`config.mk`:
```
export PLATFORM = sky130hd
export DESIGN_NAME = dns_response_spoof_tracker_core_flat
export DESIGN_NICKNAME = d
export VERILOG_FILES = /design/src/rtl/core/dnst_pkg.sv /design/src/rtl/core/dnst_if.sv /design/src/rtl/core/dnst_table.sv /design/src/rtl/core/dnst_match.sv /design/src/rtl/core/dns_response_spoof_tracker_core.sv /design/src/flat_wrapper.sv
export SDC_FILE = /design/constraint.sdc
export NUM_CORES = 2
export LEC_CHECK = 0
export ABC_AREA = 1
export BUFFER_PORTS_ARGS = -buffer_cell sky130_fd_sc_hd__buf_2
export CAP_MARGIN = 10
export CORE_ASPECT_RATIO = 1.5
export CORE_MARGIN = 5
export CORE_UTILIZATION = 59
export CTS_BUF_LIST = sky130_fd_sc_hd__clkbuf_8
export DETAILED_ROUTE_END_ITERATION = 6
export PLACE_DENSITY = 0.78
export SLEW_MARGIN = 20
export SYNTH_ARGS = -nofsm -noshare
export SYNTH_HDL_FRONTEND = slang
export SYNTH_SLANG_ARGS = --single-unit
```
`constraint.sdc`:
```
create_clock -name clk -period 8.1 [get_ports clk]
set_input_delay 2.43 -clock clk [delete_from_list [all_inputs] [get_ports clk]]
set_output_delay 2.43 -clock clk [all_outputs]
set_load 0.02 [all_outputs]
```
`src/rtl/core/dnst_pkg.sv`:
```
`default_nettype none

package dnst_pkg;

  localparam int ID_W   = 16;
  localparam int IP_W   = 32;
  localparam int CNT16_W = 16;
  localparam int OCC_W  = 7;

  // private ranges: 10/8, 172.16/12, 192.168/16
  localparam logic [7:0] OCT_TEN     = 8'd10;
  localparam logic [7:0] OCT_172     = 8'd172;
  localparam logic [7:0] OCT_172_LO  = 8'd16;
  localparam logic [7:0] OCT_172_HI  = 8'd31;
  localparam logic [7:0] OCT_192     = 8'd192;
  localparam logic [7:0] OCT_168     = 8'd168;

  typedef struct packed {
    logic [ID_W-1:0] id;
    logic [IP_W-1:0] client;
  } tbl_entry_t;

endpackage

`default_nettype wire

```
`src/rtl/core/dnst_if.sv`:
```
`default_nettype none

interface dnst_in_if;
  logic                           valid;
  logic                           ready;
  logic                           qr_flag;
  logic [dnst_pkg::CNT16_W-1:0]   question_count;
  logic [dnst_pkg::CNT16_W-1:0]   answer_count;
  logic [dnst_pkg::ID_W-1:0]      txn_id;
  logic [dnst_pkg::IP_W-1:0]      src_ip;
  logic [dnst_pkg::IP_W-1:0]      dst_ip;

  modport source (output valid, qr_flag, question_count, answer_count,
                  txn_id, src_ip, dst_ip, input ready);
  modport sink   (input valid, qr_flag, question_count, answer_count,
                  txn_id, src_ip, dst_ip, output ready);
endinterface

interface dnst_out_if;
  logic                         valid;
  logic                         ready;
  logic                         alert;
  logic                         matched;
  logic                         query_dropped;
  logic [dnst_pkg::OCC_W-1:0]   occupancy;

  modport source (output valid, alert, matched, query_dropped, occupancy,
                  input ready);
  modport sink   (input valid, alert, matched, query_dropped, occupancy,
                  output ready);
endinterface

`default_nettype wire

```
`src/rtl/core/dnst_table.sv`:
```
`default_nettype none

// Query table: one write port, one read port, registered read data.
module dnst_table #(
  parameter int DEPTH = 64,
  localparam int IDX_W = (DEPTH > 1) ? $clog2(DEPTH) : 1
) (
  input  logic                 clk,
  input  logic                 we,
  input  logic [IDX_W-1:0]     waddr,
  input  dnst_pkg::tbl_entry_t wdata,
  input  logic                 re,
  input  logic [IDX_W-1:0]     raddr,
  output dnst_pkg::tbl_entry_t rdata
);

  dnst_pkg::tbl_entry_t mem [DEPTH];
  dnst_pkg::tbl_entry_t rdata_r;

  always_ff @(posedge clk) begin
    if (we) begin
      mem[waddr] <= wdata;
    end
  end

  always_ff @(posedge clk) begin
    if (re) begin
      rdata_r <= mem[raddr];
    end
  end

  assign rdata = rdata_r;

endmodule

`default_nettype wire

```
`src/rtl/core/dnst_match.sv`:
```
`default_nettype none

// Compare unit: entry vs. lookup key, plus private-source check.
module dnst_match (
  input  dnst_pkg::tbl_entry_t           entry,
  input  logic [dnst_pkg::ID_W-1:0]      key_id,
  input  logic [dnst_pkg::IP_W-1:0]      key_addr,
  input  logic [dnst_pkg::IP_W-1:0]      src_ip,
  output logic                           hit,
  output logic                           src_private
);

  logic [7:0] o0;
  logic [7:0] o1;

  assign o0 = src_ip[31:24];
  assign o1 = src_ip[23:16];

  assign hit = (entry.id == key_id) && (entry.client == key_addr);

  assign src_private = (o0 == dnst_pkg::OCT_TEN) ||
                       ((o0 == dnst_pkg::OCT_172) && (o1 >= dnst_pkg::OCT_172_LO) &&
                        (o1 <= dnst_pkg::OCT_172_HI)) ||
                       ((o0 == dnst_pkg::OCT_192) && (o1 == dnst_pkg::OCT_168));

endmodule

`default_nettype wire

```
`src/rtl/core/dns_response_spoof_tracker_core.sv`:
```
// Timing: a query or an ignored message goes from accept through S_RESULT to
// the output register; a response scans the table one entry per cycle
// through the single read port, and on a match also passes S_MOVE_RD and
// S_MOVE_WR. One message at a time; ready returns with the result beat,
// later if that stalls.
// Reset (rst_n low, synchronous): table empty, sequencer idle, no result held.
`default_nettype none

module dns_response_spoof_tracker_core #(
  parameter int TABLE_DEPTH = 64
) (
  input  logic        clk,
  input  logic        rst_n,
  dnst_in_if.sink     in_msg,
  dnst_out_if.source  out_res
);

  localparam int IDX_W = (TABLE_DEPTH > 1) ? $clog2(TABLE_DEPTH) : 1;
  localparam int CNT_W = $clog2(TABLE_DEPTH + 1);
  localparam logic [CNT_W-1:0] DEPTH_C = CNT_W'(TABLE_DEPTH);
  localparam int OCC_W = dnst_pkg::OCC_W;

  // Sequencer states
  typedef enum logic [4:0] {
    S_IDLE    = 5'b00001,
    S_SCAN    = 5'b00010,
    S_MOVE_RD = 5'b00100,
    S_MOVE_WR = 5'b01000,
    S_RESULT  = 5'b10000
  } state_t;

  state_t                     state_r,    state_nxt;
  logic [CNT_W-1:0]           count_r,    count_nxt;    // live entries
  logic [CNT_W-1:0]           scan_idx_r, scan_idx_nxt; // next address to read
  logic                       pend_r,     pend_nxt;     // read in flight
  logic [IDX_W-1:0]           pend_idx_r, pend_idx_nxt; // address of that read
  logic [IDX_W-1:0]           hit_idx_r,  hit_idx_nxt;

  // latched message key
  logic [dnst_pkg::ID_W-1:0]  key_id_r,   key_id_nxt;
  logic [dnst_pkg::IP_W-1:0]  key_src_r,  key_src_nxt;
  logic [dnst_pkg::IP_W-1:0]  key_dst_r,  key_dst_nxt;

  // per-message result flags
  logic res_alert_r,   res_alert_nxt;
  logic res_matched_r, res_matched_nxt;
  logic res_drop_r,    res_drop_nxt;

  // output register
  logic              out_valid_r,   out_valid_nxt;
  logic              out_alert_r,   out_alert_nxt;
  logic              out_matched_r, out_matched_nxt;
  logic              out_drop_r,    out_drop_nxt;
  logic [OCC_W-1:0]  out_occ_r,     out_occ_nxt;

  // table ports
  logic                 tbl_we;
  logic [IDX_W-1:0]     tbl_waddr;
  dnst_pkg::tbl_entry_t tbl_wdata;
  logic                 tbl_re;
  logic [IDX_W-1:0]     tbl_raddr;
  dnst_pkg::tbl_entry_t tbl_rdata;

  logic                 cmp_hit;
  logic                 src_private;

  logic                 in_acc;
  logic                 is_store;
  logic                 is_lookup;
  logic                 slot_free;
  logic [CNT_W-1:0]     last_idx;
  logic [CNT_W+OCC_W-1:0] occ_ext;

  assign in_msg.ready = (state_r == S_IDLE);
  assign in_acc       = in_msg.valid && in_msg.ready;
  assign is_store     = !in_msg.qr_flag && (in_msg.question_count != '0);
  assign is_lookup    = in_msg.qr_flag && (in_msg.answer_count != '0);
  assign slot_free    = !out_valid_r || out_res.ready;
  assign last_idx     = count_r - CNT_W'(1);
  assign occ_ext      = {{OCC_W{1'b0}}, count_r};

  dnst_table #(
    .DEPTH (TABLE_DEPTH)
  ) u_table (
    .clk   (clk),
    .we    (tbl_we),
    .waddr (tbl_waddr),
    .wdata (tbl_wdata),
    .re    (tbl_re),
    .raddr (tbl_raddr),
    .rdata (tbl_rdata)
  );

  // compares the entry read last cycle against the latched key
  dnst_match u_match (
    .entry       (tbl_rdata),
    .key_id      (key_id_r),
    .key_addr    (key_dst_r),
    .src_ip      (key_src_r),
    .hit         (cmp_hit),
    .src_private (src_private)
  );

  always_comb begin
    state_nxt       = state_r;
    count_nxt       = count_r;
    scan_idx_nxt    = scan_idx_r;
    pend_nxt        = pend_r;
    pend_idx_nxt    = pend_idx_r;
    hit_idx_nxt     = hit_idx_r;
    key_id_nxt      = key_id_r;
    key_src_nxt     = key_src_r;
    key_dst_nxt     = key_dst_r;
    res_alert_nxt   = res_alert_r;
    res_matched_nxt = res_matched_r;
    res_drop_nxt    = res_drop_r;
    out_valid_nxt   = out_valid_r;
    out_alert_nxt   = out_alert_r;
    out_matched_nxt = out_matched_r;
    out_drop_nxt    = out_drop_r;
    out_occ_nxt     = out_occ_r;

    tbl_we    = 1'b0;
    tbl_waddr = count_r[IDX_W-1:0];
    tbl_wdata = '{id: in_msg.txn_id, client: in_msg.src_ip};
    tbl_re    = 1'b0;
    tbl_raddr = scan_idx_r[IDX_W-1:0];

    // result beat taken downstream
    if (out_res.ready) begin
      out_valid_nxt = 1'b0;
    end

    case (state_r)
      S_IDLE: begin
        if (in_acc) begin
          key_id_nxt      = in_msg.txn_id;
          key_src_nxt     = in_msg.src_ip;
          key_dst_nxt     = in_msg.dst_ip;
          res_alert_nxt   = 1'b0;
          res_matched_nxt = 1'b0;
          res_drop_nxt    = 1'b0;
          state_nxt       = S_RESULT;
          if (is_store) begin
            // append at the tail, or drop when full
            if (count_r < DEPTH_C) begin
              tbl_we    = 1'b1;
              count_nxt = count_r + CNT_W'(1);
            end else begin
              res_drop_nxt = 1'b1;
            end
          end else if (is_lookup && (count_r != '0)) begin
            scan_idx_nxt = '0;
            pend_nxt     = 1'b0;
            state_nxt    = S_SCAN;
          end
        end
      end

      S_SCAN: begin
        // one read issued per cycle, compared the cycle after
        if (pend_r && cmp_hit) begin
          hit_idx_nxt = pend_idx_r;
          pend_nxt    = 1'b0;
          state_nxt   = S_MOVE_RD;
        end else if (pend_r && (pend_idx_r == last_idx[IDX_W-1:0])) begin
          pend_nxt  = 1'b0;   // no match: nothing changes
          state_nxt = S_RESULT;
        end else begin
          tbl_re       = 1'b1;
          pend_nxt     = 1'b1;
          pend_idx_nxt = scan_idx_r[IDX_W-1:0];
          scan_idx_nxt = scan_idx_r + CNT_W'(1);
        end
      end

      S_MOVE_RD: begin
        // fetch the tail entry to fill the freed slot
        tbl_re    = 1'b1;
        tbl_raddr = last_idx[IDX_W-1:0];
        state_nxt = S_MOVE_WR;
      end

      S_MOVE_WR: begin
        // matched slot equal to tail rewrites itself, harmless
        tbl_we          = 1'b1;
        tbl_waddr       = hit_idx_r;
        tbl_wdata       = tbl_rdata;
        count_nxt       = last_idx;
        res_matched_nxt = 1'b1;
        res_alert_nxt   = !src_private;
        state_nxt       = S_RESULT;
      end

      S_RESULT: begin
        if (slot_free) begin
          out_valid_nxt   = 1'b1;
          out_alert_nxt   = res_alert_r;
          out_matched_nxt = res_matched_r;
          out_drop_nxt    = res_drop_r;
          out_occ_nxt     = occ_ext[OCC_W-1:0];
          state_nxt       = S_IDLE;
        end
      end

      default: begin
        state_nxt = S_IDLE;
      end
    endcase
  end

  // control state
  always_ff @(posedge clk) begin
    if (!rst_n) begin
      state_r     <= S_IDLE;
      count_r     <= '0;
      pend_r      <= 1'b0;
      out_valid_r <= 1'b0;
    end else begin
      state_r     <= state_nxt;
      count_r     <= count_nxt;
      pend_r      <= pend_nxt;
      out_valid_r <= out_valid_nxt;
    end
  end

  // payload
  always_ff @(posedge clk) begin
    scan_idx_r    <= scan_idx_nxt;
    pend_idx_r    <= pend_idx_nxt;
    hit_idx_r     <= hit_idx_nxt;
    key_id_r      <= key_id_nxt;
    key_src_r     <= key_src_nxt;
    key_dst_r     <= key_dst_nxt;
    res_alert_r   <= res_alert_nxt;
    res_matched_r <= res_matched_nxt;
    res_drop_r    <= res_drop_nxt;
    out_alert_r   <= out_alert_nxt;
    out_matched_r <= out_matched_nxt;
    out_drop_r    <= out_drop_nxt;
    out_occ_r     <= out_occ_nxt;
  end

  assign out_res.valid         = out_valid_r;
  assign out_res.alert         = out_alert_r;
  assign out_res.matched       = out_matched_r;
  assign out_res.query_dropped = out_drop_r;
  assign out_res.occupancy     = out_occ_r;

endmodule

`default_nettype wire

```
`src/flat_wrapper.sv`:
```
// flat-port wrapper written by rule: the top's interface ports become plain ports
module dns_response_spoof_tracker_core_flat 
#(
  parameter int TABLE_DEPTH = 64
)
  (clk, rst_n, in_msg_valid, in_msg_qr_flag, in_msg_question_count, in_msg_answer_count, in_msg_txn_id, in_msg_src_ip, in_msg_dst_ip, in_msg_ready, out_res_valid, out_res_alert, out_res_matched, out_res_query_dropped, out_res_occupancy, out_res_ready);
  dnst_in_if in_msg_i ();
  dnst_out_if out_res_i ();
  input  logic clk;
  input  logic rst_n;
  input wire logic [$bits(in_msg_i.valid)-1:0] in_msg_valid;
  input wire logic [$bits(in_msg_i.qr_flag)-1:0] in_msg_qr_flag;
  input wire logic [$bits(in_msg_i.question_count)-1:0] in_msg_question_count;
  input wire logic [$bits(in_msg_i.answer_count)-1:0] in_msg_answer_count;
  input wire logic [$bits(in_msg_i.txn_id)-1:0] in_msg_txn_id;
  input wire logic [$bits(in_msg_i.src_ip)-1:0] in_msg_src_ip;
  input wire logic [$bits(in_msg_i.dst_ip)-1:0] in_msg_dst_ip;
  output wire logic [$bits(in_msg_i.ready)-1:0] in_msg_ready;
  output wire logic [$bits(out_res_i.valid)-1:0] out_res_valid;
  output wire logic [$bits(out_res_i.alert)-1:0] out_res_alert;
  output wire logic [$bits(out_res_i.matched)-1:0] out_res_matched;
  output wire logic [$bits(out_res_i.query_dropped)-1:0] out_res_query_dropped;
  output wire logic [$bits(out_res_i.occupancy)-1:0] out_res_occupancy;
  input wire logic [$bits(out_res_i.ready)-1:0] out_res_ready;
  assign in_msg_i.valid = in_msg_valid;
  assign in_msg_i.qr_flag = in_msg_qr_flag;
  assign in_msg_i.question_count = in_msg_question_count;
  assign in_msg_i.answer_count = in_msg_answer_count;
  assign in_msg_i.txn_id = in_msg_txn_id;
  assign in_msg_i.src_ip = in_msg_src_ip;
  assign in_msg_i.dst_ip = in_msg_dst_ip;
  assign in_msg_ready = in_msg_i.ready;
  assign out_res_valid = out_res_i.valid;
  assign out_res_alert = out_res_i.alert;
  assign out_res_matched = out_res_i.matched;
  assign out_res_query_dropped = out_res_i.query_dropped;
  assign out_res_occupancy = out_res_i.occupancy;
  assign out_res_i.ready = out_res_ready;
  dns_response_spoof_tracker_core #(.TABLE_DEPTH(TABLE_DEPTH)) u_core (.clk(clk), .rst_n(rst_n), .in_msg(in_msg_i), .out_res(out_res_i));
endmodule
```
* After elaboration in Yosys (flattened, before gate mapping)
Memories as Yosys holds them, arrays and structs flattened. A register that Yosys moved wholly into a read port is not among the register bits.
Cells that the tools add are included.
** Word-level totals
- Memories :: 1
- Word-level logic and storage cells :: 117
- Output and inout bits :: 12
- RAM bits :: 3072
- Register bits after elaboration :: 126
- Input bits :: 117
** Memory list
- u_core.u_table.mem :: depth 64, width 48, read ports 1, clocked after memory_dff 1, write ports 1, line dnst_table.sv:17 : dnst_pkg::tbl_entry_t mem [DEPTH];
** Operators by class
- Reductions and logical operators :: 30
- Bitwise logic cells :: 2
- $add $sub $neg :: 3
- Muxes and demuxes :: 40
- Equality and inequality tests :: 21
- Order comparisons :: 3
** Operators with widths (number)
- $mux W7 :: 8
- $mux W48 :: 1
- $eq A32 B32 Y1 :: 1
- $reduce_bool A16 Y1 :: 2
- $mux W5 :: 6
- $pmux W7 S2 :: 2
- $pmux W5 S5 :: 1
- $eq A8 B8 Y1 const B :: 3
- $eq A16 B16 Y1 :: 1
- $mux W1 :: 15
- $add A7 B1 Y7 const B :: 2
- $ne A2 B2 Y1 const B :: 7
- $mux W6 :: 2
- $logic_and A1 B1 Y1 :: 10
- $pmux W1 S2 :: 5
- $eq A8 B4 Y1 const B :: 1
- $ge A8 B5 Y1 const B :: 1
- $le A8 B5 Y1 const B :: 1
- $reduce_and A2 Y1 :: 4
- $reduce_and A4 Y1 :: 2
- $lt A7 B7 Y1 const B :: 1
- $reduce_bool A7 Y1 :: 1
- $sub A7 B1 Y7 const B :: 1
- $eq A6 B6 Y1 :: 1
- 13 further kinds :: 20

* Longest topological paths before layout
- Depth in word-level cells :: 7
- Depth in mapped cells :: 15
- Gate-level depth less buffers :: 13

* Modules after synthesis
Synthesis repeated with hierarchy kept, for this count alone.
** Second synthesis, totals
- Cell total of the unflattened synthesis :: 10767
- Area, all modules :: 131061.9 um2
** By module, submodules not included
- dnst_table :: cells each 10108, area each 124811.0 um2, seq. area each 93689.9 um2, instances 1
- dns_response_spoof_tracker_core :: cells each 525, area each 5495.3 um2, seq. area each 3613.5 um2, instances 1
- dnst_match :: cells each 134, area each 755.7 um2, seq. area each 0.0 um2, instances 1

* Least setup slack after synthesis
No wires, ideal clock.
- Path kind :: input to register
- Start point :: in in_msg_valid
- End point :: mem u_core.u_table.mem[15][0] in the netlist's numbering (enable)
- Data required time :: 7.646 ns
- Path buffers :: 1
- Setup time :: 0.454 ns
- Path slack :: -0.564 ns
- Stages on the path :: 7
- Arrival time :: 8.210 ns
- Cell sequence :: inv_1 nor2_1 nand3_1 nand2_1 buf_2 nand4_1 nor2_1
** On the way
- Longest elaborated chain between the ends :: 5
** Ends and longest elaborated chain
- start: declaration :: line flat_wrapper.sv:11 : input wire logic [$bits(in_msg_i.valid)-1:0] in_msg_valid;
- $logic_and A1 B1 Y1 :: line dns_response_spoof_tracker_core.sv:75 : assign in_acc = in_msg.valid && in_msg.ready;
- $mux W1 :: line dns_response_spoof_tracker_core.sv:136 : if (in_acc) begin
- $pmux W1 S2 :: line dns_response_spoof_tracker_core.sv:134 : case (state_r)
- $mux W1 :: line dnst_table.sv:21 : if (we) begin
- $mux W1 (implied by the code) :: line dnst_table.sv:22 : mem[waddr] <= wdata;
- end: declaration :: line dnst_table.sv:17
Every way passes these cells.

* Final worst setup path
- Start point :: in in_msg_question_count[12]
- End point :: mem u_core.u_table.mem[51][16] in the netlist's numbering (enable)
** On the way
- Longest elaborated chain between the ends :: 7
** Ends and longest elaborated chain
- start: declaration :: line flat_wrapper.sv:13 : input wire logic [$bits(in_msg_i.question_count)-1:0] in_msg_question_count;
- $reduce_bool A16 Y1 :: line dns_response_spoof_tracker_core.sv:76 : assign is_store = !in_msg.qr_flag && (in_msg.question_count != '0);
- $logic_and A1 B1 Y1 :: line dns_response_spoof_tracker_core.sv:76
- $mux W1 :: line dns_response_spoof_tracker_core.sv:144 : if (is_store) begin
- $mux W1 :: line dns_response_spoof_tracker_core.sv:136
- $pmux W1 S2 :: line dns_response_spoof_tracker_core.sv:134
- $mux W1 :: line dnst_table.sv:21
- $mux W1 (implied by the code) :: line dnst_table.sv:22
Every way passes these cells.

==> metrics.md <==
| Metric | Value |
|---|---|
| Outcome | finished with violations |
| Failing checks | design-rule violations |
| Max-cap violations | 0 |
| Nature of the critical path endpoint | flip-flop |
| Seq cells post-synth | 3229 |
| Placer Congestion | 0.881 |
| RSZ-0062 raised after global routing | false |
| Die height | 607 um |
| Crit Path Max Fanout | 17 |
| Vias per inst | 5.78 |
| Post-CTS sizing | 0 |
| Worst min-delay path class | flip-flop to flip-flop |
| Slew @ Worst Pin | between 1000 and 1500 ps |
| F_max | 196 MHz |
| Final Worst Setup Slack | 3010 ps |
| EDFF count, synth | 3215 |
| Mean Syn Cell Area | 10.3 um2 |
| Largest net degree at the start of global routing | 168 |
| Total CTS buffers | 440 |
| Top FF cell, synth | edfxtp_1 |
| Area of the multi-input gates | between 30000 and 40000 um2 |
| WHS | 426 ps |
| Row Count | 219 |
| Clock transition at path regs | 70 ps |
| Die area | approximately 250000 um2 |
| Initial Util | 0.592 |
| Clk root buf | clkbuf_8 |
| Core area | 237000 um2 |
| Register area share after synthesis | 0.690 |
| Setup TNS | 0 ps |
| Dpl hpwl | 222000 um |
| Io pins | 129 |
| Ys async rst share | 0 |
| Fin crit period | 5090 ps |
| Max clock buf depth | 4 |
| Routed len/inst | 22.9 um |
| Vias | 99.3k |
| Final Hold Viols | 0 |
| Share of cells above drive strength 1 | 0.0732 |
| Number of port buffers | 128 |
| Post-Synthesis Cells | 13.6k |
| Kind of critical path | input port to flip-flop |
| Slowest-stage cell, CP | nor2_4 |
| Worst-Skew Late Latency | roughly 1100 ps |
| Synth warn | 0 |
| Crit. Startpoint | in_msg_question_count[12] |
| Worst hold start | u_core.res_alert_r |
| Final Max Slew Viols | 0 |
| Reg area | 96800 um2 |
| PwrDens | a little over 300 nW/um2 |
| ANT nets after route | 0 |
| Overall Power | approximately 47 mW |
| Fillers | 17.0k |
| CTS sink count | 3229 |
| Post-Place Setup Slack | just over 2000 ps |
| Synth Cell Area | 140000 um2 |
| CTS tree | done |
| Leakage | ~66 nW |
| Net count after synthesis | 13.7k |
| Layout Area Growth over Synthesis | 9.17% |
| CTS H-tree lvls | 5 |
| Initial antenna violation count | 20 |
| Startpoint type of the worst setup path | input port |
| Starting DRT DRC Count | 13.9k |
| Reg2Reg Setup Slack | around 3200 ps |
| RR Startpoint | u_core.count_r[0] |
| Hold buffers post-CTS | 0 |
| NumNets Final | roughly 14k |
| Crit share post-route | 0.629 |
| DRC Markers | 2 |
| Grt total ovfl | 0 |
| Die X | 408 um |
| Slew margin rel. | 0.145 |
| CP Data Required Time | 8760 ps |
| GR Util All Layers | 0.308 |
| Peak supply drop | 0.305 mV |
| Total Routed Length | 393000 um |
| Setup Fix Bufs, Post-CTS | 0 |
| Worst-path cell chain | buf_2 -> nor2_1 -> nand2_1 -> nor2_1 -> a21oi_1 -> nand3_1 -> nand2_1 -> nand3_1 -> nor2_4 -> buf_4 |
| Setup Skew | approximately 69 ps |
| Max incr delay on CP | 970 ps |
| Vias in the first global route | 95.9k |
| Data arrival time of the worst path | 5760 ps |
| Yosys cell types | 35 |
| Setup violators final | 0 |
| First-pass GRT wire length | 579000 um |
| TritonRoute pass-1 iters | 7 |
==> metrics by stage <==
| stage | instance area, um2 | utilization | instances |
|---|---|---|---|
| after detailed placement | 145000 | 0.612 | 16400 |
| after floorplan | 140000 | - | 13600 |
| final | 153000 | 0.647 | 17200 |
| after CTS | 153000 | 0.646 | 17200 |
| after global placement | 145000 | 0.612 | 16400 |
| after global routing | 153000 | 0.646 | 17200 |
==> per-layer routing <==
layer,track usage,vias to the layer above,routed length (um),share of wire
met4,0.178,20,24600,0.063
met5,0,-,235,0.00060
met3,0.0718,1451,50900,0.13
met1,0.383,46600,131000,0.33
met2,0.501,7064,186000,0.47
li1,-,44200,-,-
==> Yosys cell counts (4+ instances only) <==
cell | n | area share
a21oi_1 | 19 | 0.00068
buf_1 | 90 | 0.0024
buf_2 | 280 | 0.010
buf_4 | 11 | 0.00059
clkbuf_1 | 310 | 0.0083
dfxtp_1 | 14 | 0.0020
edfxtp_1 | 3215 | 0.69
inv_1 | 2962 | 0.079
nand2_1 | 3413 | 0.091
nand3_1 | 3007 | 0.11
nand4_1 | 19 | 0.00085
nor2_1 | 123 | 0.0033
nor3_1 | 12 | 0.00043
o21ai_0 | 54 | 0.0019
o21ai_2 | 4 | 0.00025
or2_2 | 5 | 0.00022
xnor2_1 | 13 | 0.00081
xor2_1 | 14 | 0.00087
==> worst paths after layout <==
path	end	depth (start not counted)
setup / recovery	u_core.u_table.mem[51][16]	10
hold / removal	u_core.out_res.alert	0
setup reg to reg	u_core.u_table.rdata[20]	13
hold reg to reg	u_core.out_res.alert	0
==> registers in the layout, summed over array words and instances, names as in the netlist, 7 cells and up <==
signal                    flops
u_core.u_table.mem         3072
u_core.count_r                7
u_core.key_dst_r             32
u_core.u_table.rdata         48
u_core.key_src_r             16
u_core.out_res.occupancy      7
u_core.key_id_r              16
==> cells by family (layout without fill, tap and decap cells) <==
logic type      Yosys count  in the layout  synth area share
simple gates           6592           6592             0.204
compound gates           89             89           0.00347
fa+ha+maj                 3              3          0.000267
other cells               0             12                 0
xor+xnor                 27             27           0.00168
flops                  3229           3229             0.690
buf+inv                3659           4125             0.101
==> report_power, final <==
group	leakage, nW	switching [mW]	internal [mW]	total [mW]
Sequential	29.0	0.152	18.8	18.9
Combinational	32.2	12.5	4.18	16.7
Clock	4.64	6.02	5.73	11.8
Total	65.9	18.7	28.7	47.4
==> layout make-up <==
cell class / count / area share
sequential: 3229 / 0.632
clock buffer: 450 / 0.0404
multi-input combinational: 6711 / 0.198
tap: 3094 / 0.0253
clock inverter: 341 / 0.0124
timing repair buffer: 367 / 0.0193
antenna: 12 / 0.000196
inverter: 2967 / 0.0728
==> layout by cell type, fill, tap and decap left out, types with 5 or more instances in the layout <==
cell and n:
inv_6 6, clkbuf_8 450, nor2_4 67, nand4_1 19
inv_1 3083, o21ai_4 31, a21oi_1 19, bufinv_16 18
buf_2 128, nor3_1 11, edfxtp_1 3215, dfxtp_1 14
buf_4 196, nand3_1 3007, or2_2 5, o21ai_0 29
clkinv_2 67, diode_2 12, nand2_1 3411, xnor2_1 13
xor2_1 14, nor2_1 58, buf_12 42, inv_8 5
clkinv_1 123
==> critical path: cells and delay by family <==
kind	cells	cell delay, ps
AOI/OAI and AO/OA	1	200
buffers and inverters	2	570
and+or+nand+nor	7	2530
(Power assumes the default switching activity.)
